<file path="src/rtl/ordered_list_engine_defines.svh">
// ----------------------------------------------------------------------------
// ordered list engine assertion macros
// shared concurrent check templates, clocked on aclk, off during reset
// ----------------------------------------------------------------------------
`ifndef ORDERED_LIST_ENGINE_DEFINES_SVH
`define ORDERED_LIST_ENGINE_DEFINES_SVH

// property that must hold at every clock edge out of reset
`define OLE_ALWAYS(label, expr, msg) \
    label: assert property (@(posedge aclk) disable iff (!aresetn) (expr)) \
        else $error(msg);

// same-cycle implication
`define OLE_IMPLIES(label, ante, cons, msg) \
    label: assert property (@(posedge aclk) disable iff (!aresetn) (ante) |-> (cons)) \
        else $error(msg);

// next-cycle implication
`define OLE_NEXT(label, ante, cons, msg) \
    label: assert property (@(posedge aclk) disable iff (!aresetn) (ante) |=> (cons)) \
        else $error(msg);

`endif

</file>
<file path="src/rtl/ole_pkg.sv">
// ----------------------------------------------------------------------------
// ole_pkg
// opcodes, status codes and the controller/datapath interface types
// ----------------------------------------------------------------------------
package ole_pkg;

    localparam int OPCODE_W   = 3;
    localparam int VALUE_W    = 32;
    localparam int POSITION_W = 4;
    localparam int STATUS_W   = 3;
    localparam int SLOT_W     = 4;
    localparam int LENGTH_W   = 5;

    // a list request never returns more results than this
    localparam int MAX_RESULTS = 16;

    localparam logic [OPCODE_W-1:0] OP_PUSH_FRONT   = 3'd0;
    localparam logic [OPCODE_W-1:0] OP_PUSH_BACK    = 3'd1;
    localparam logic [OPCODE_W-1:0] OP_INSERT_AFTER = 3'd2;
    localparam logic [OPCODE_W-1:0] OP_DELETE       = 3'd3;
    localparam logic [OPCODE_W-1:0] OP_SEARCH       = 3'd4;
    localparam logic [OPCODE_W-1:0] OP_LIST         = 3'd5;

    localparam logic [STATUS_W-1:0] ST_OK        = 3'd0;
    localparam logic [STATUS_W-1:0] ST_NOT_FOUND = 3'd1;
    localparam logic [STATUS_W-1:0] ST_FULL      = 3'd2;
    localparam logic [STATUS_W-1:0] ST_BAD_POS   = 3'd3;
    localparam logic [STATUS_W-1:0] ST_EMPTY     = 3'd4;

    // pointer update
    localparam logic [2:0] PTR_HOLD  = 3'd0;
    localparam logic [2:0] PTR_ZERO  = 3'd1;
    localparam logic [2:0] PTR_COUNT = 3'd2;
    localparam logic [2:0] PTR_INC   = 3'd3;
    localparam logic [2:0] PTR_DEC   = 3'd4;

    // insert stop point update
    localparam logic [1:0] STOP_HOLD  = 2'd0;
    localparam logic [1:0] STOP_ZERO  = 2'd1;
    localparam logic [1:0] STOP_COUNT = 2'd2;
    localparam logic [1:0] STOP_POS1  = 2'd3;

    // memory read address relative to the pointer
    localparam logic [1:0] RD_PTR  = 2'd0;
    localparam logic [1:0] RD_PREV = 2'd1;
    localparam logic [1:0] RD_NEXT = 2'd2;

    typedef struct packed {
        logic                latch_in;
        logic [2:0]          ptr_op;
        logic [1:0]          stop_op;
        logic                mem_rd;
        logic [1:0]          rd_sel;
        logic                mem_wr;
        logic                wr_value;
        logic                cnt_inc;
        logic                cnt_dec;
        logic                out_load;
        logic                out_list;
        logic [STATUS_W-1:0] status;
        logic                slot_en;
    } cmd_t;

    typedef struct packed {
        logic [OPCODE_W-1:0] op;
        logic                empty;
        logic                full;
        logic                pos_beyond;
        logic                at_stop;
        logic                at_end;
        logic                del_end;
        logic                match;
        logic                list_last;
        logic                out_free;
    } stat_t;

endpackage

</file>
<file path="src/rtl/ordered_list_engine.sv">
// ----------------------------------------------------------------------------
// ordered list engine
// bounded ordered list of signed 32-bit values driven by one request per item
// ----------------------------------------------------------------------------
// One request is taken at a time, while the previous result may still wait
// in the output register. All walks go through a single-port entry memory
// with a registered read, one read and one write or compare per entry
// visited: push back writes the new value directly, push front and
// insert-after first move each later entry one slot toward the back, search
// reads and compares entries from the front, delete also shifts each later
// entry up by one, and list gives one result per entry, holding while the
// output side stalls.
// the entry count alone marks which memory words are live.
// ----------------------------------------------------------------------------
module ordered_list_engine #(
    parameter int CAPACITY = 16
) (
    input  logic                                aclk,
    input  logic                                aresetn,
    input  logic                                s_valid,
    output logic                                s_ready,
    input  logic [ole_pkg::OPCODE_W-1:0]        s_opcode,
    input  logic signed [ole_pkg::VALUE_W-1:0]  s_value,
    input  logic [ole_pkg::POSITION_W-1:0]      s_position,
    output logic                                m_valid,
    input  logic                                m_ready,
    output logic [ole_pkg::STATUS_W-1:0]        m_status,
    output logic signed [ole_pkg::VALUE_W-1:0]  m_element,
    output logic [ole_pkg::SLOT_W-1:0]          m_slot_index,
    output logic [ole_pkg::LENGTH_W-1:0]        m_length,
    output logic                                m_last
);

    ole_pkg::cmd_t  cmd;
    ole_pkg::stat_t stat;

    ole_ctrl u_ctrl (
        .aclk    (aclk),
        .aresetn (aresetn),
        .s_valid (s_valid),
        .s_ready (s_ready),
        .stat    (stat),
        .cmd     (cmd)
    );

    ole_dpath #(
        .CAPACITY (CAPACITY)
    ) u_dpath (
        .aclk         (aclk),
        .aresetn      (aresetn),
        .cmd          (cmd),
        .stat         (stat),
        .s_opcode     (s_opcode),
        .s_value      (s_value),
        .s_position   (s_position),
        .m_valid      (m_valid),
        .m_ready      (m_ready),
        .m_status     (m_status),
        .m_element    (m_element),
        .m_slot_index (m_slot_index),
        .m_length     (m_length),
        .m_last       (m_last)
    );

endmodule

</file>
<file path="src/rtl/ole_ctrl.sv">
// ----------------------------------------------------------------------------
// ole_ctrl
// sequencer that walks the list for each request and drives the datapath
// ----------------------------------------------------------------------------
module ole_ctrl (
    input  logic           aclk,
    input  logic           aresetn,
    input  logic           s_valid,
    output logic           s_ready,
    input  ole_pkg::stat_t stat,
    output ole_pkg::cmd_t  cmd
);

    localparam logic [3:0] S_IDLE     = 4'd0;
    localparam logic [3:0] S_DECIDE   = 4'd1;
    localparam logic [3:0] S_INS_CHK  = 4'd2;
    localparam logic [3:0] S_INS_WR   = 4'd3;
    localparam logic [3:0] S_SCAN_RD  = 4'd4;
    localparam logic [3:0] S_SCAN_CMP = 4'd5;
    localparam logic [3:0] S_DEL_CHK  = 4'd6;
    localparam logic [3:0] S_DEL_WR   = 4'd7;
    localparam logic [3:0] S_LIST_RD  = 4'd8;
    localparam logic [3:0] S_LIST_OUT = 4'd9;
    localparam logic [3:0] S_RESULT   = 4'd10;

    logic [3:0]                   state_reg, state_next;
    logic [ole_pkg::STATUS_W-1:0] res_status_reg, res_status_next;
    logic                         res_slot_reg, res_slot_next;

    always_ff @(posedge aclk) begin
        if (!aresetn) begin
            state_reg      <= S_IDLE;
            res_status_reg <= ole_pkg::ST_OK;
            res_slot_reg   <= 1'b0;
        end else begin
            state_reg      <= state_next;
            res_status_reg <= res_status_next;
            res_slot_reg   <= res_slot_next;
        end
    end

    assign s_ready = (state_reg == S_IDLE);

    always_comb begin
        state_next      = state_reg;
        res_status_next = res_status_reg;
        res_slot_next   = res_slot_reg;
        cmd             = '0;
        cmd.ptr_op      = ole_pkg::PTR_HOLD;
        cmd.stop_op     = ole_pkg::STOP_HOLD;
        cmd.rd_sel      = ole_pkg::RD_PTR;
        cmd.status      = res_status_reg;
        cmd.slot_en     = res_slot_reg;

        case (state_reg)
            S_IDLE: begin
                if (s_valid) begin
                    cmd.latch_in = 1'b1;
                    state_next   = S_DECIDE;
                end
            end
            S_DECIDE: begin
                res_slot_next = 1'b0;
                case (stat.op)
                    ole_pkg::OP_PUSH_FRONT, ole_pkg::OP_PUSH_BACK: begin
                        if (stat.full) begin
                            res_status_next = ole_pkg::ST_FULL;
                            state_next      = S_RESULT;
                        end else begin
                            cmd.ptr_op  = ole_pkg::PTR_COUNT;
                            cmd.stop_op = (stat.op == ole_pkg::OP_PUSH_FRONT) ?
                                          ole_pkg::STOP_ZERO : ole_pkg::STOP_COUNT;
                            state_next  = S_INS_CHK;
                        end
                    end
                    ole_pkg::OP_INSERT_AFTER: begin
                        if (stat.full) begin
                            res_status_next = ole_pkg::ST_FULL;
                            state_next      = S_RESULT;
                        end else if (stat.empty) begin
                            cmd.ptr_op  = ole_pkg::PTR_COUNT;
                            cmd.stop_op = ole_pkg::STOP_ZERO;
                            state_next  = S_INS_CHK;
                        end else if (stat.pos_beyond) begin
                            res_status_next = ole_pkg::ST_BAD_POS;
                            state_next      = S_RESULT;
                        end else begin
                            cmd.ptr_op  = ole_pkg::PTR_COUNT;
                            cmd.stop_op = ole_pkg::STOP_POS1;
                            state_next  = S_INS_CHK;
                        end
                    end
                    ole_pkg::OP_DELETE, ole_pkg::OP_SEARCH: begin
                        if (stat.empty) begin
                            res_status_next = ole_pkg::ST_EMPTY;
                            state_next      = S_RESULT;
                        end else begin
                            cmd.ptr_op = ole_pkg::PTR_ZERO;
                            state_next = S_SCAN_RD;
                        end
                    end
                    ole_pkg::OP_LIST: begin
                        if (stat.empty) begin
                            res_status_next = ole_pkg::ST_EMPTY;
                            state_next      = S_RESULT;
                        end else begin
                            cmd.ptr_op = ole_pkg::PTR_ZERO;
                            state_next = S_LIST_RD;
                        end
                    end
                    default: begin
                        // undefined opcode: dropped without a result
                        state_next = S_IDLE;
                    end
                endcase
            end
            S_INS_CHK: begin
                if (stat.at_stop) begin
                    cmd.mem_wr      = 1'b1;
                    cmd.wr_value    = 1'b1;
                    cmd.cnt_inc     = 1'b1;
                    res_status_next = ole_pkg::ST_OK;
                    state_next      = S_RESULT;
                end else begin
                    cmd.mem_rd = 1'b1;
                    cmd.rd_sel = ole_pkg::RD_PREV;
                    state_next = S_INS_WR;
                end
            end
            S_INS_WR: begin
                // move the entry one slot toward the back
                cmd.mem_wr = 1'b1;
                cmd.ptr_op = ole_pkg::PTR_DEC;
                state_next = S_INS_CHK;
            end
            S_SCAN_RD: begin
                if (stat.at_end) begin
                    res_status_next = ole_pkg::ST_NOT_FOUND;
                    state_next      = S_RESULT;
                end else begin
                    cmd.mem_rd = 1'b1;
                    state_next = S_SCAN_CMP;
                end
            end
            S_SCAN_CMP: begin
                if (stat.match) begin
                    if (stat.op == ole_pkg::OP_SEARCH) begin
                        res_status_next = ole_pkg::ST_OK;
                        res_slot_next   = 1'b1;
                        state_next      = S_RESULT;
                    end else begin
                        state_next = S_DEL_CHK;
                    end
                end else begin
                    cmd.ptr_op = ole_pkg::PTR_INC;
                    state_next = S_SCAN_RD;
                end
            end
            S_DEL_CHK: begin
                if (stat.del_end) begin
                    cmd.cnt_dec     = 1'b1;
                    res_status_next = ole_pkg::ST_OK;
                    state_next      = S_RESULT;
                end else begin
                    cmd.mem_rd = 1'b1;
                    cmd.rd_sel = ole_pkg::RD_NEXT;
                    state_next = S_DEL_WR;
                end
            end
            S_DEL_WR: begin
                // close the gap left by the deleted entry
                cmd.mem_wr = 1'b1;
                cmd.ptr_op = ole_pkg::PTR_INC;
                state_next = S_DEL_CHK;
            end
            S_LIST_RD: begin
                cmd.mem_rd = 1'b1;
                state_next = S_LIST_OUT;
            end
            S_LIST_OUT: begin
                if (stat.out_free) begin
                    cmd.out_load = 1'b1;
                    cmd.out_list = 1'b1;
                    cmd.status   = ole_pkg::ST_OK;
                    if (stat.list_last) begin
                        state_next = S_IDLE;
                    end else begin
                        cmd.ptr_op = ole_pkg::PTR_INC;
                        state_next = S_LIST_RD;
                    end
                end
            end
            S_RESULT: begin
                if (stat.out_free) begin
                    cmd.out_load = 1'b1;
                    state_next   = S_IDLE;
                end
            end
            default: begin
                state_next = S_IDLE;
            end
        endcase
    end

endmodule

</file>
<file path="src/rtl/ole_dpath.sv">
// ----------------------------------------------------------------------------
// ole_dpath
// entry memory, count and pointer registers, compare logic, result register
// ----------------------------------------------------------------------------
`include "ordered_list_engine_defines.svh"

module ole_dpath #(
    parameter int CAPACITY = 16
) (
    input  logic                                aclk,
    input  logic                                aresetn,
    input  ole_pkg::cmd_t                       cmd,
    output ole_pkg::stat_t                      stat,
    input  logic [ole_pkg::OPCODE_W-1:0]        s_opcode,
    input  logic signed [ole_pkg::VALUE_W-1:0]  s_value,
    input  logic [ole_pkg::POSITION_W-1:0]      s_position,
    output logic                                m_valid,
    input  logic                                m_ready,
    output logic [ole_pkg::STATUS_W-1:0]        m_status,
    output logic signed [ole_pkg::VALUE_W-1:0]  m_element,
    output logic [ole_pkg::SLOT_W-1:0]          m_slot_index,
    output logic [ole_pkg::LENGTH_W-1:0]        m_length,
    output logic                                m_last
);

    localparam int CW = $clog2(CAPACITY + 1);
    localparam int AW = $clog2(CAPACITY);

    logic [ole_pkg::VALUE_W-1:0] mem [CAPACITY];

    logic [ole_pkg::OPCODE_W-1:0]   op_reg;
    logic [ole_pkg::VALUE_W-1:0]    value_reg;
    logic [ole_pkg::POSITION_W-1:0] pos_reg;
    logic [CW-1:0]                  count_reg, count_next;
    logic [CW-1:0]                  ptr_reg, ptr_next;
    logic [CW-1:0]                  stop_reg, stop_next;
    logic [ole_pkg::VALUE_W-1:0]    rdata_reg;
    logic [CW-1:0]                  rd_full;
    logic [AW-1:0]                  rd_addr;
    logic [AW-1:0]                  wr_addr;
    logic [ole_pkg::VALUE_W-1:0]    wr_data;
    logic [CW-1:0]                  ptr_plus1;

    logic                           m_valid_reg;
    logic [ole_pkg::STATUS_W-1:0]   m_status_reg;
    logic [ole_pkg::VALUE_W-1:0]    m_element_reg;
    logic [ole_pkg::SLOT_W-1:0]     m_slot_reg;
    logic [ole_pkg::LENGTH_W-1:0]   m_length_reg;
    logic                           m_last_reg;

    assign ptr_plus1 = ptr_reg + CW'(1);

    always_comb begin
        case (cmd.rd_sel)
            ole_pkg::RD_PREV: rd_full = ptr_reg - CW'(1);
            ole_pkg::RD_NEXT: rd_full = ptr_plus1;
            default:          rd_full = ptr_reg;
        endcase
    end

    assign rd_addr = rd_full[AW-1:0];
    assign wr_addr = ptr_reg[AW-1:0];
    assign wr_data = cmd.wr_value ? value_reg : rdata_reg;

    always_ff @(posedge aclk) begin
        if (cmd.mem_wr) begin
            mem[wr_addr] <= wr_data;
        end
        if (cmd.mem_rd) begin
            rdata_reg <= mem[rd_addr];
        end
    end

    always_ff @(posedge aclk) begin
        if (cmd.latch_in) begin
            op_reg    <= s_opcode;
            value_reg <= s_value;
            pos_reg   <= s_position;
        end
    end

    always_comb begin
        count_next = count_reg;
        if (cmd.cnt_inc) begin
            count_next = count_reg + CW'(1);
        end else if (cmd.cnt_dec) begin
            count_next = count_reg - CW'(1);
        end
    end

    always_comb begin
        case (cmd.ptr_op)
            ole_pkg::PTR_ZERO:  ptr_next = '0;
            ole_pkg::PTR_COUNT: ptr_next = count_reg;
            ole_pkg::PTR_INC:   ptr_next = ptr_plus1;
            ole_pkg::PTR_DEC:   ptr_next = ptr_reg - CW'(1);
            default:            ptr_next = ptr_reg;
        endcase
    end

    // insertion point for insert-after is one past the given position
    always_comb begin
        case (cmd.stop_op)
            ole_pkg::STOP_ZERO:  stop_next = '0;
            ole_pkg::STOP_COUNT: stop_next = count_reg;
            ole_pkg::STOP_POS1:  stop_next = CW'(pos_reg) + CW'(1);
            default:             stop_next = stop_reg;
        endcase
    end

    always_ff @(posedge aclk) begin
        if (!aresetn) begin
            count_reg <= '0;
        end else begin
            count_reg <= count_next;
        end
        ptr_reg  <= ptr_next;
        stop_reg <= stop_next;
    end

    always_comb begin
        stat.op         = op_reg;
        stat.empty      = (count_reg == '0);
        stat.full       = (count_reg == CW'(CAPACITY));
        stat.pos_beyond = (32'(pos_reg) >= 32'(count_reg));
        stat.at_stop    = (ptr_reg == stop_reg);
        stat.at_end     = (ptr_reg == count_reg);
        stat.del_end    = (ptr_plus1 == count_reg);
        stat.match      = (rdata_reg == value_reg);
        stat.list_last  = (ptr_plus1 == count_reg) ||
                          (32'(ptr_reg) == ole_pkg::MAX_RESULTS - 1);
        stat.out_free   = !m_valid_reg || m_ready;
    end

    always_ff @(posedge aclk) begin
        if (!aresetn) begin
            m_valid_reg <= 1'b0;
        end else if (cmd.out_load) begin
            m_valid_reg <= 1'b1;
        end else if (m_ready) begin
            m_valid_reg <= 1'b0;
        end
    end

    always_ff @(posedge aclk) begin
        if (cmd.out_load) begin
            m_status_reg  <= cmd.status;
            m_element_reg <= cmd.out_list ? rdata_reg : '0;
            m_slot_reg    <= (cmd.out_list || cmd.slot_en) ?
                             ole_pkg::SLOT_W'(ptr_reg) : '0;
            m_length_reg  <= ole_pkg::LENGTH_W'(count_reg);
            m_last_reg    <= cmd.out_list ? stat.list_last : 1'b1;
        end
    end

    assign m_valid      = m_valid_reg;
    assign m_status     = m_status_reg;
    assign m_element    = m_element_reg;
    assign m_slot_index = m_slot_reg;
    assign m_length     = m_length_reg;
    assign m_last       = m_last_reg;

    `OLE_ALWAYS(a_count_bound, 32'(count_reg) <= CAPACITY, "entry count beyond capacity")
    `OLE_IMPLIES(a_wr_in_range, cmd.mem_wr, 32'(ptr_reg) < CAPACITY, "write past the end")
    `OLE_IMPLIES(a_load_free, cmd.out_load, stat.out_free, "result overwritten before taken")
    `OLE_NEXT(a_insert_grows, cmd.cnt_inc, count_reg == $past(count_reg) + CW'(1), "count lost")

endmodule

</file>
<file path="config.mk">
export PLATFORM = sky130hd
export DESIGN_NAME = ordered_list_engine
export DESIGN_NICKNAME = d
export VERILOG_FILES = /design/src/rtl/ole_pkg.sv /design/src/rtl/ordered_list_engine.sv /design/src/rtl/ole_ctrl.sv /design/src/rtl/ole_dpath.sv
export VERILOG_INCLUDE_DIRS = /design/src /design/src/rtl
export SDC_FILE = /design/constraint.sdc
export NUM_CORES = 1
export LEC_CHECK = 0
export CAP_MARGIN = 20
export CORE_UTILIZATION = 62
export DETAILED_ROUTE_END_ITERATION = 8
export DONT_BUFFER_PORTS = 1
export GPL_TIMING_DRIVEN = 1
export PLACE_DENSITY = 0.78
export SYNTH_ARGS = -nofsm -noshare
export SYNTH_HDL_FRONTEND = slang
export SYNTH_HIERARCHICAL = 1
export SYNTH_SLANG_ARGS = --single-unit
</file>
<file path="constraint.sdc">
create_clock -name aclk -period 6.75 [get_ports aclk]
set_input_delay 0.675 -clock aclk [delete_from_list [all_inputs] [get_ports aclk]]
set_output_delay 0.675 -clock aclk [all_outputs]
set_load 0.02 [all_outputs]
</file>
---- Word level (Yosys, flattened, before mapping) ----
Memories as Yosys holds them, arrays and structs flattened. A register that Yosys moved wholly into a read port is not among the register bits.
Index checks and enable logic that the tools add are counted.
storage, ports and cells
  register bits after elaboration ......... 108
  memory bits (read-only) ................. 0
  memories ................................ 1
  bits of input ports ..................... 43
  output and inout bits ................... 47
  latch bits .............................. 0
  logic and storage cells ................. 156
  memory bits (writable) .................. 512
memory list
  memory       depth  width  rd ports  clocked after Yosys merged registers in  wr ports  RTL line         source
  u_dpath.mem  16     32     1         1                                        1         ole_dpath.sv:29  logic [ole_pkg::VALUE_W-1:0] mem [CAPACITY];
cells by class
  equal/unequal tests ..................... 43
  $mul .................................... 0
  bitwise gates (word level) .............. 0
  $lt $le $gt $ge ......................... 1
  muxes and demuxes ....................... 71
  div/mod/pow operators ................... 0
  reductions and logical operators ........ 20
  shifts and indexed selects .............. 0
  $add $sub $neg .......................... 5
operator list
  operator                                                               count
  4-bit two-way mux                                                      17
  4-bit case mux with 11 select lines                                    1
  3-bit two-way mux                                                      14
  32-bit equality test                                                   1
  32-bit two-way mux                                                     1
  3-bit case mux with 5 select lines                                     2
  5-bit two-way mux                                                      5
  5-bit case mux with 4 select lines                                     1
  3-bit case mux with 3 select lines                                     2
  4-bit by 3-bit equality test with 1-bit output, second input constant  4
  4-bit case mux with 4 select lines                                     1
  5-bit equality test                                                    3
  5-bit case mux with 3 select lines                                     1
  2-bit inequality test, second input constant                           7
  1-bit two-way mux                                                      13
  3-bit by 2-bit equality test with 1-bit output, second input constant  4
  4-bit equality test, second input constant                             3
  2-bit two-way mux                                                      6
  4-bit inequality test, second input constant                           3
  11-bit AND reduction                                                   1
  5-bit by 1-bit adder with 5-bit output, second input constant          2
  5-bit by 1-bit subtractor with 5-bit output, second input constant     2
  3-bit equality test, second input constant                             3
  4-bit by 2-bit equality test with 1-bit output, second input constant  2
  26 further kinds                                                       41

---- Logic depth before layout (Yosys ltp) ----
Gate-level depths: netlist of the first run.
  depth in word-level cells ............... 8
  mapped depth ............................ 19
  depth with buffers taken out ............ 15

---- Modules after synthesis ----
Netlist of the first run, hierarchy kept.
modules (own cells, without submodules)
  module     area an instance (sq um)  instances  seq. area each (sq um)  cells an instance
  ole_dpath  25,159.1                  1          19,278.5                1,218
  ole_ctrl   947.2                     1          160.2                   127

---- Least setup slack after synthesis of the first run ----
OpenSTA, ideal clock, no wires.
  path kind ............................... reg2reg
  start point ............................. register u_dpath.ptr_reg[3]
  end point ............................... register u_dpath/rdata_reg[0] in the netlist's numbering, read port of u_dpath.mem (enable)
  data required time ...................... 6.277 ns
  slack ................................... 1.809 ns
  period minus slack after synthesis ...... 4.941 ns
  cell stages (with the launch flop) ...... 11
  arrival time ............................ 4.468 ns
  cells stage by stage .................... edfxtp_1 clkbuf_1 buf_1 and3_1 ha_1 xor2_1 nand3_1 nor3_1 mux2i_1 a211oi_1 a211oi_1
RTL lines
  element                   RTL line          source
  start: declaration        ole_dpath.sv:35   logic [CW-1:0] ptr_reg, ptr_next;
  start signal: assignment  ole_dpath.sv:117  ptr_reg <= ptr_next;
  end: declaration          ole_dpath.sv:37   logic [ole_pkg::VALUE_W-1:0] rdata_reg;

==> impl_metrics.json, run 1 <==
{
  "cts_tree": "built",
  "antenna_found_initial": 1,
  "ys_ff_latch": 652,
  "root_buffer": "clkbuf_16",
  "antenna_cells": 0,
  "synth-main-ff-cell": "edfxtp_1",
  "netlist_instances": 1345,
  "tightestPinTransition_ns": 1.03,
  "crit_buf_inv": 1,
  "top_usage_layer": "met2",
  "largest_register_ffs": 512,
  "path_common_cell": "ha_1",
  "globalplace.congestion": 0.867,
  "max_freq_mhz": 200,
  "path_clk_slew_ns": 0.07,
  "grtUsageMet3_pct": 6.23,
  "yosysWarnings": 6,
  "fin_tns_setup_ns": 0,
  "wl_per_cell_um": 29.6,
  "final_max_slew_viol_count": 0,
  "nFillCells": 2378,
  "met2_usage_pct": 43.9,
  "grt_pass1_wl_um": 84500,
  "internal_power_mw": 7.70,
  "min_period_ns": 5.00,
  "max-slew-margin-rel_pct": 30.8,
  "cts_resized": 0,
  "outcome": "complete, no violations",
  "layout_setup_ws_ns": 1.75,
  "cp_top_family": "adder cells",
  "setup_violations": 0,
  "synthArstFlopShare_pct": 0,
  "wirelength_um": 57700,
  "seqPwrFrac_pct": 48.3,
  "critPathKind": "reg2reg",
  "clkLatencyLatePin_ns": 0.63,
  "synth.distinct_cells": 63,
  "drc": 0,
  "drive_gt1_share_pct": 22.7,
  "drt_pass1_iterations": 7,
  "ios": 90,
  "min_period_over_period_pct": 74.1,
  "clkPwrFrac_pct": 33.6,
  "critical_path.max_fanout": 71,
  "netlist_area_um2": 26100,
  "die_h_um": 207,
  "grt_use_total_pct": 27.4,
  "dieArea_um2": 42900,
  "grt_pass1_vias": 13000,
  "synth_fp_nets": 1404,
  "crit_path_max_incr_delay_ns": 0.57,
  "synth_edf_count": 638,
  "io_buffer_count": 0,
  "crit_path_top_delay_cell": "edfxtp_1",
  "grt_overflow": 0,
  "hpwl_um": 31500,
  "vias_per_cell": 6.71,
  "yosysSeqAreaShare_pct": 74.5,
  "rows": 74,
  "numCtsBuffers": 61,
  "grt_max_degree": 72,
  "net-switching-power_mw": 2.80,
  "regMostFlops": "u_dpath/mem",
  "fin_skew_ns": 0.0273,
  "area_growth_pct": 10.8,
  "vias": 13100,
  "cts.path.max_buffers": 3,
  "fin_nets": 1427,
  "critical_path_arrival_ns": 5.37,
  "power_mw": 10.5,
  "cap_violations": 0,
  "final_core_util_pct": 70.2,
  "final_hold_viol_count": 0,
  "pwr-share-comb_pct": 18.1,
  "start_util_pct": 63.4,
  "startpoint_type": "register",
  "swShare_pct": 26.7,
  "hold_path_class": "in2reg",
  "rsz0062_at_grt": "no",
  "antenna_left": 0,
  "place_ws_ns": 1.87,
  "cts-htree-levels": 2,
  "cp-end-kind": "register",
  "required_ns": 7.12,
  "layout_commonest_cell": "edfxtp_1",
  "whs_ns": 0.138,
  "fp.dieW_um": 207,
  "core-area_um2": 41200,
  "gr-usage-met1_pct": 37.9,
  "power_density_nw_per_um2": 363,
  "cp_cell_sequence": "ha_1 -> and3_1 -> ha_1 -> xor2_1 -> nand3_1 -> nor3_1 -> nor4_1 -> ha_1 -> a211oi_1 -> a21o_4 -> buf_12 -> mux4_2 -> a22oi_1 -> nand2_1",
  "ir_worst_vdd_v": 0.000263,
  "hold_buffers": 0,
  "leakage_nw": 9.36,
  "cts.sinks": 652,
  "drt_iter0_drc": 1595,
  "final_cell_mix": "edfxtp_1, mux4_2, nand2_1",
  "cts_setup_buffers": 0,
  "synth.avg_cell_area_um2": 19.4
}
[worst reg2reg max path, cell delays in order (launching register included)]
cell,delay [ns]
edfxtp_1,0.57
ha_1,0.36
and3_1,0.20
ha_1,0.30
xor2_1,0.14
nand3_1,0.09
nor3_1,0.45
nor4_1,0.15
ha_1,0.45
a211oi_1,0.32
a21o_4,0.44
buf_12,0.37
mux4_2,0.58
a22oi_1,0.24
nand2_1,0.09
[cells by family (layout without fill, tap and decap cells)]
logic type / Yosys count / after routing / share of synthesized area (%)
buf+inv: 95 / 170 / 1.77
mux: 179 / 179 / 13.1
flops: 652 / 652 / 74.5
simple gates: 219 / 219 / 4.27
fa+ha+maj: 16 / 16 / 0.796
compound gates: 127 / 127 / 3.68
xor+xnor: 57 / 57 / 1.91
[power by group through the flow]
stage               clock network, mW  logic [mW]  registers, mW
global route                     3.73        2.02           5.09
floorplan                           0        1.43           5.05
global placement                    0        1.83           5.15
finish                           3.53        1.90           5.08
CTS                              3.57        1.89           5.07
detailed placement                  0        1.88           5.15
[worst paths after layout]
path,start,slack (ns),endpoint,depth (start not counted)
setup / recovery,u_dpath/ptr_reg[0],1.75,u_dpath/rdata_reg[5],14
hold / removal,s_value[28],0.14,u_dpath/value_reg[28],0
setup reg to reg,u_dpath/ptr_reg[0],1.75,u_dpath/rdata_reg[5],14
hold reg to reg,u_ctrl/res_status_reg[0],0.46,u_ctrl/res_status_reg[0],2
[per-stage QoR]
| step | area [um2] | cells |
|---|---|---|
| 3_3_place_gp | 26800 | 1836 |
| 5_1_grt | 28900 | 1952 |
| 4_1_cts | 28900 | 1951 |
| 2_1_floorplan | 26100 | 1345 |
| 3_5_place_dp | 26800 | 1836 |
| 6_report | 28900 | 1952 |
[Yosys cell counts, drive strengths merged (4+ instances only)]
| cell | n | share of area, % |
|---|---|---|
| a31oi | 4 | 0.15 |
| mux2i | 18 | 0.69 |
| mux2 | 34 | 1.5 |
| a211oi | 6 | 0.17 |
| a21oi | 12 | 0.27 |
| o21ai | 13 | 0.26 |
| xor2 | 43 | 1.4 |
| a21o | 8 | 0.23 |
| ha | 15 | 0.72 |
| nand3 | 10 | 0.19 |
| a22oi | 63 | 1.8 |
| and3 | 4 | 0.096 |
| edfxtp | 638 | 73 |
| nand2 | 66 | 0.96 |
| buf | 50 | 1.1 |
| o211a | 4 | 0.15 |
| and2 | 38 | 0.91 |
| nor3 | 8 | 0.17 |
| nor2b | 13 | 0.31 |
| dfxtp | 14 | 1.1 |
| nor4 | 14 | 0.36 |
| nand4 | 4 | 0.096 |
| o22ai | 4 | 0.096 |
| nand2b | 8 | 0.19 |
| inv | 25 | 0.36 |
| nor2 | 41 | 0.60 |
| clkbuf | 20 | 0.29 |
| xnor2 | 14 | 0.47 |
| nor3b | 5 | 0.14 |
| mux4 | 127 | 11 |
[metal layers]
metal  up-vias  wire length (um)
li1       5458                 -
met1      6720             21900
met2       786             28000
met3       131              6050
met4         2              1690
met5         -                 9
[final cells by class]
| cell class | count | area (um2) | area share (%) |
|---|---|---|---|
| clock inverter | 47 | 504 | 1.74 |
| timing repair buffer | 30 | 263 | 0.909 |
| tap | 532 | 666 | 2.30 |
| clock buffer | 68 | 1570 | 5.44 |
| sequential | 652 | 19400 | 67.2 |
| multi-input combinational | 598 | 6380 | 22.1 |
| inverter | 25 | 93.8 | 0.324 |
Note: power is estimated with default switching activity, not from simulation.
==> run 2, diff against run 1 <==
--- a/config.mk
+++ b/config.mk
@@ -6,12 +6,13 @@
 export SDC_FILE = /design/constraint.sdc
 export NUM_CORES = 1
 export LEC_CHECK = 0
+export ABC_AREA = 1
 export CAP_MARGIN = 20
-export CORE_UTILIZATION = 62
+export CORE_UTILIZATION = 58
 export DETAILED_ROUTE_END_ITERATION = 8
 export DONT_BUFFER_PORTS = 1
 export GPL_TIMING_DRIVEN = 1
-export PLACE_DENSITY = 0.78
+export PLACE_DENSITY = 0.76
 export SYNTH_ARGS = -nofsm -noshare
 export SYNTH_HDL_FRONTEND = slang
 export SYNTH_HIERARCHICAL = 1
==> constraint.sdc (replaced) <==
create_clock -name aclk -period 4.4 [get_ports aclk]
set_input_delay 0.44 -clock aclk [delete_from_list [all_inputs] [get_ports aclk]]
set_output_delay 0.44 -clock aclk [all_outputs]
set_load 0.02 [all_outputs]
==> run 2 against run 1 <==
Clock skew shrank 0.0031 ns. Die area is 19% higher. Power is 96% higher. Sequential power rose by 63%. Clock power rose by 62%. Flip-flop and latch count unchanged. Critical path depth rose by 6. Via count grew 56%. Wire length rose by 28%. Worst setup slack lost 1.5 ns. Core utilization shrank 3.4 points. Non-clock buffer count increased by 80. Critical endpoint is now u_dpath/rdata_reg[22].
==> impl_metrics.json, run 2 <==
{
  "min_period_over_period_pct": 94.1,
  "seqPwrFrac_pct": 40.2,
  "cap_violations": 0,
  "numCtsBuffers": 69,
  "met1_length_um": 28800,
  "path_clk_slew_ns": 0.07,
  "final_cell_mix": "edfxtp_1, nand3_1, nand2_1",
  "cp-end-kind": "register",
  "cts.sinks": 652,
  "core-area_um2": 49300,
  "vias": 20400,
  "grt_use_total_pct": 29.7,
  "yosysMostFrequentCell": "edfxtp_1",
  "layout_commonest_cell": "edfxtp_1",
  "cts_tree": "built",
  "critical_path_arrival_ns": 4.51,
  "max_freq_mhz": 241,
  "drive_gt1_share_pct": 9.00,
  "wirelength_um": 73900,
  "grt_pass1_vias": 19900,
  "ys_ff_latch": 652,
  "grt_max_degree": 119,
  "regMostFlops": "u_dpath/mem",
  "area_growth_pct": 13.0,
  "antenna_cells": 0,
  "max-slew-margin-rel_pct": 33.0,
  "final_max_slew_viol_count": 0,
  "yosysSeqAreaShare_pct": 66.7,
  "synthTopCellsByCount": "edfxtp_1, nand3_1, nand2_1, inv_1, nand3b_1",
  "fin_nets": 2797,
  "synth-main-ff-cell": "edfxtp_1",
  "fin_skew_ns": 0.0242,
  "net-switching-power_mw": 7.28,
  "place_ws_ns": 0.254,
  "drc": 0,
  "cts-htree-levels": 3,
  "min_period_ns": 4.14,
  "root_buffer": "clkbuf_16",
  "hold_path_class": "in2reg",
  "wl_met3_um": 6990,
  "ios": 90,
  "pwr-share-comb_pct": 32.0,
  "rsz0062_at_grt": "no",
  "grt_pass1_wl_um": 113000,
  "hpwl_um": 40200,
  "topRoutingLayerUsed": "met4",
  "globalplace.congestion": 0.886,
  "vias_per_cell": 5.90,
  "cts_setup_buffers": 0,
  "drt_pass1_iterations": 6,
  "synth.top_cell.area_share_pct": 65.8,
  "holdPathStages": 2,
  "outcome": "complete, no violations",
  "layout_setup_ws_ns": 0.258,
  "largest_register_ffs": 512,
  "synth_edf_count": 638,
  "critical_path.max_fanout": 72,
  "fp.dieW_um": 226,
  "leakage_nw": 13.2,
  "synth.avg_cell_area_um2": 10.8,
  "swShare_pct": 35.4,
  "netlist_instances": 2702,
  "netlist_area_um2": 29100,
  "cts.path.max_buffers": 3,
  "antenna_left": 0,
  "synth.distinct_cells": 36,
  "die_h_um": 226,
  "clkPwrFrac_pct": 27.9,
  "required_ns": 4.77,
  "startpoint_type": "register",
  "synthTopCellsByArea": "edfxtp_1, nand3_1, nand2_1",
  "synth_fp_nets": 2761,
  "tightestPinTransition_ns": 1.00,
  "power_density_nw_per_um2": 625,
  "grt_overflow": 0,
  "start_util_pct": 59.1,
  "fin_tns_setup_ns": 0,
  "dieArea_um2": 51100,
  "drt_iter0_drc": 2590,
  "clkLatencyLatePin_ns": 0.61,
  "final_hold_viol_count": 0,
  "ir_worst_vdd_v": 0.000327,
  "wl_per_cell_um": 21.4,
  "setup_violations": 0,
  "internal_power_mw": 13.3,
  "rows": 81,
  "antenna_found_initial": 0,
  "wl_met2_um": 35300,
  "synthArstFlopShare_pct": 0,
  "yosysWarnings": 6,
  "yosys.area.top_type": "edfxtp_1",
  "io_buffer_count": 0,
  "rr_worst_depth": 20,
  "critPathKind": "reg2reg"
}
[run 2: cell count changes in the layout (fill, tap and decap cells not counted), moves of 37 or more]
cell,change
nand3b_1,+98
mux4_2,-127
a22oi_1,-63
nand3_1,+564
inv_1,+384
dlygate4sd3_1,+40
and2_1,-37
nand2_1,+494
[run 2: cell type report]
type | count | area [um2]
well taps | 664 | 831
flip-flops and latches | 652 | 19400
clock buffers | 88 | 1880
repair buffers | 110 | 1230
multi-input cells | 1488 | 7630
clock inverters | 35 | 333
fillers | 3526 | 16300
inverters | 417 | 1570
[run 2: cells by family (layout without fill, tap and decap cells)]
group | after synthesis | in the layout | synth area share [%]
multiplexers | 20 | 20 | 0.773
buffers and inverters | 562 | 650 | 7.77
flip-flops | 652 | 652 | 66.7
adder cells (fa/ha/maj) | 16 | 16 | 0.713
AND/OR/NAND/NOR | 1347 | 1347 | 21.6
AO/OA/AOI/OAI | 68 | 68 | 1.30
XOR/XNOR | 37 | 37 | 1.11
[run 2: critical path, stage by stage (launching register included)]
cell and delay (ns):
edfxtp_1 0.35, buf_4 0.19, clkinvlp_4 0.21, ha_1 0.48, xor2_1 0.19, nor3_1 0.20
nand3b_1 0.14, inv_1 0.09, inv_1 0.05, nand3_2 0.09, inv_1 0.07, ha_1 0.40
nor2_2 0.24, nand2_8 0.14, nand2_4 0.20, buf_16 0.29, nand2_1 0.10, nand3_1 0.11
nand3_1 0.09, nand3_1 0.12, nand2_1 0.06
[run 2: power groups by stage]
stage | logic (mW) | registers (mW) | clock network, mW
2_1_floorplan | 4.38 | 8.31 | 0
3_3_place_gp | 6.18 | 8.38 | 0
3_5_place_dp | 6.39 | 8.39 | 0
4_1_cts | 6.47 | 8.26 | 5.80
5_1_grt | 7.18 | 8.30 | 6.04
6_report | 6.58 | 8.27 | 5.73
[run 2: routing by layer]
layer	track usage (%)	vias to the layer above
li1	-	9199
met1	39.9	9800
met2	48.2	1169
met3	4.42	205
met4	13.1	0
met5	0	-
[run 2: metrics by stage]
step / instances / area [um2] / util (%) / power, mW / hold slack [ns]
final: 3454 / 32900 / 66.8 / 20.6 / 0.0579
after global routing: 3454 / 32900 / 66.8 / 21.5 / 0.0577
after CTS: 3453 / 32900 / 66.8 / 20.5 / 0.0347
after detailed placement: 3290 / 30300 / 61.5 / 14.8 / 0.511
after global placement: 3289 / 30300 / 61.5 / 14.6 / 0.507
after floorplan: 2702 / 29100 / - / 12.7 / 0.406
[run 2: repair_timing]
action / CTS / global route
gates resized for setup: 0 / 3
setup endpoints to repair: 0 / 23
hold buffers: 40 / 0
endpoints found under the hold margin: 48 / 0
[run 2: path summary, 6_finish.rpt]
kind / from / endpoint / slack [ns]
worst max-delay path: u_dpath/ptr_reg[0] / u_dpath/rdata_reg[22] / 0.26
worst min-delay path: aresetn / u_ctrl/state_reg[0] / 0.06
worst min register to register: u_ctrl/res_slot_reg / u_ctrl/res_slot_reg / 0.52
worst max register to register: u_dpath/ptr_reg[0] / u_dpath/rdata_reg[22] / 0.26
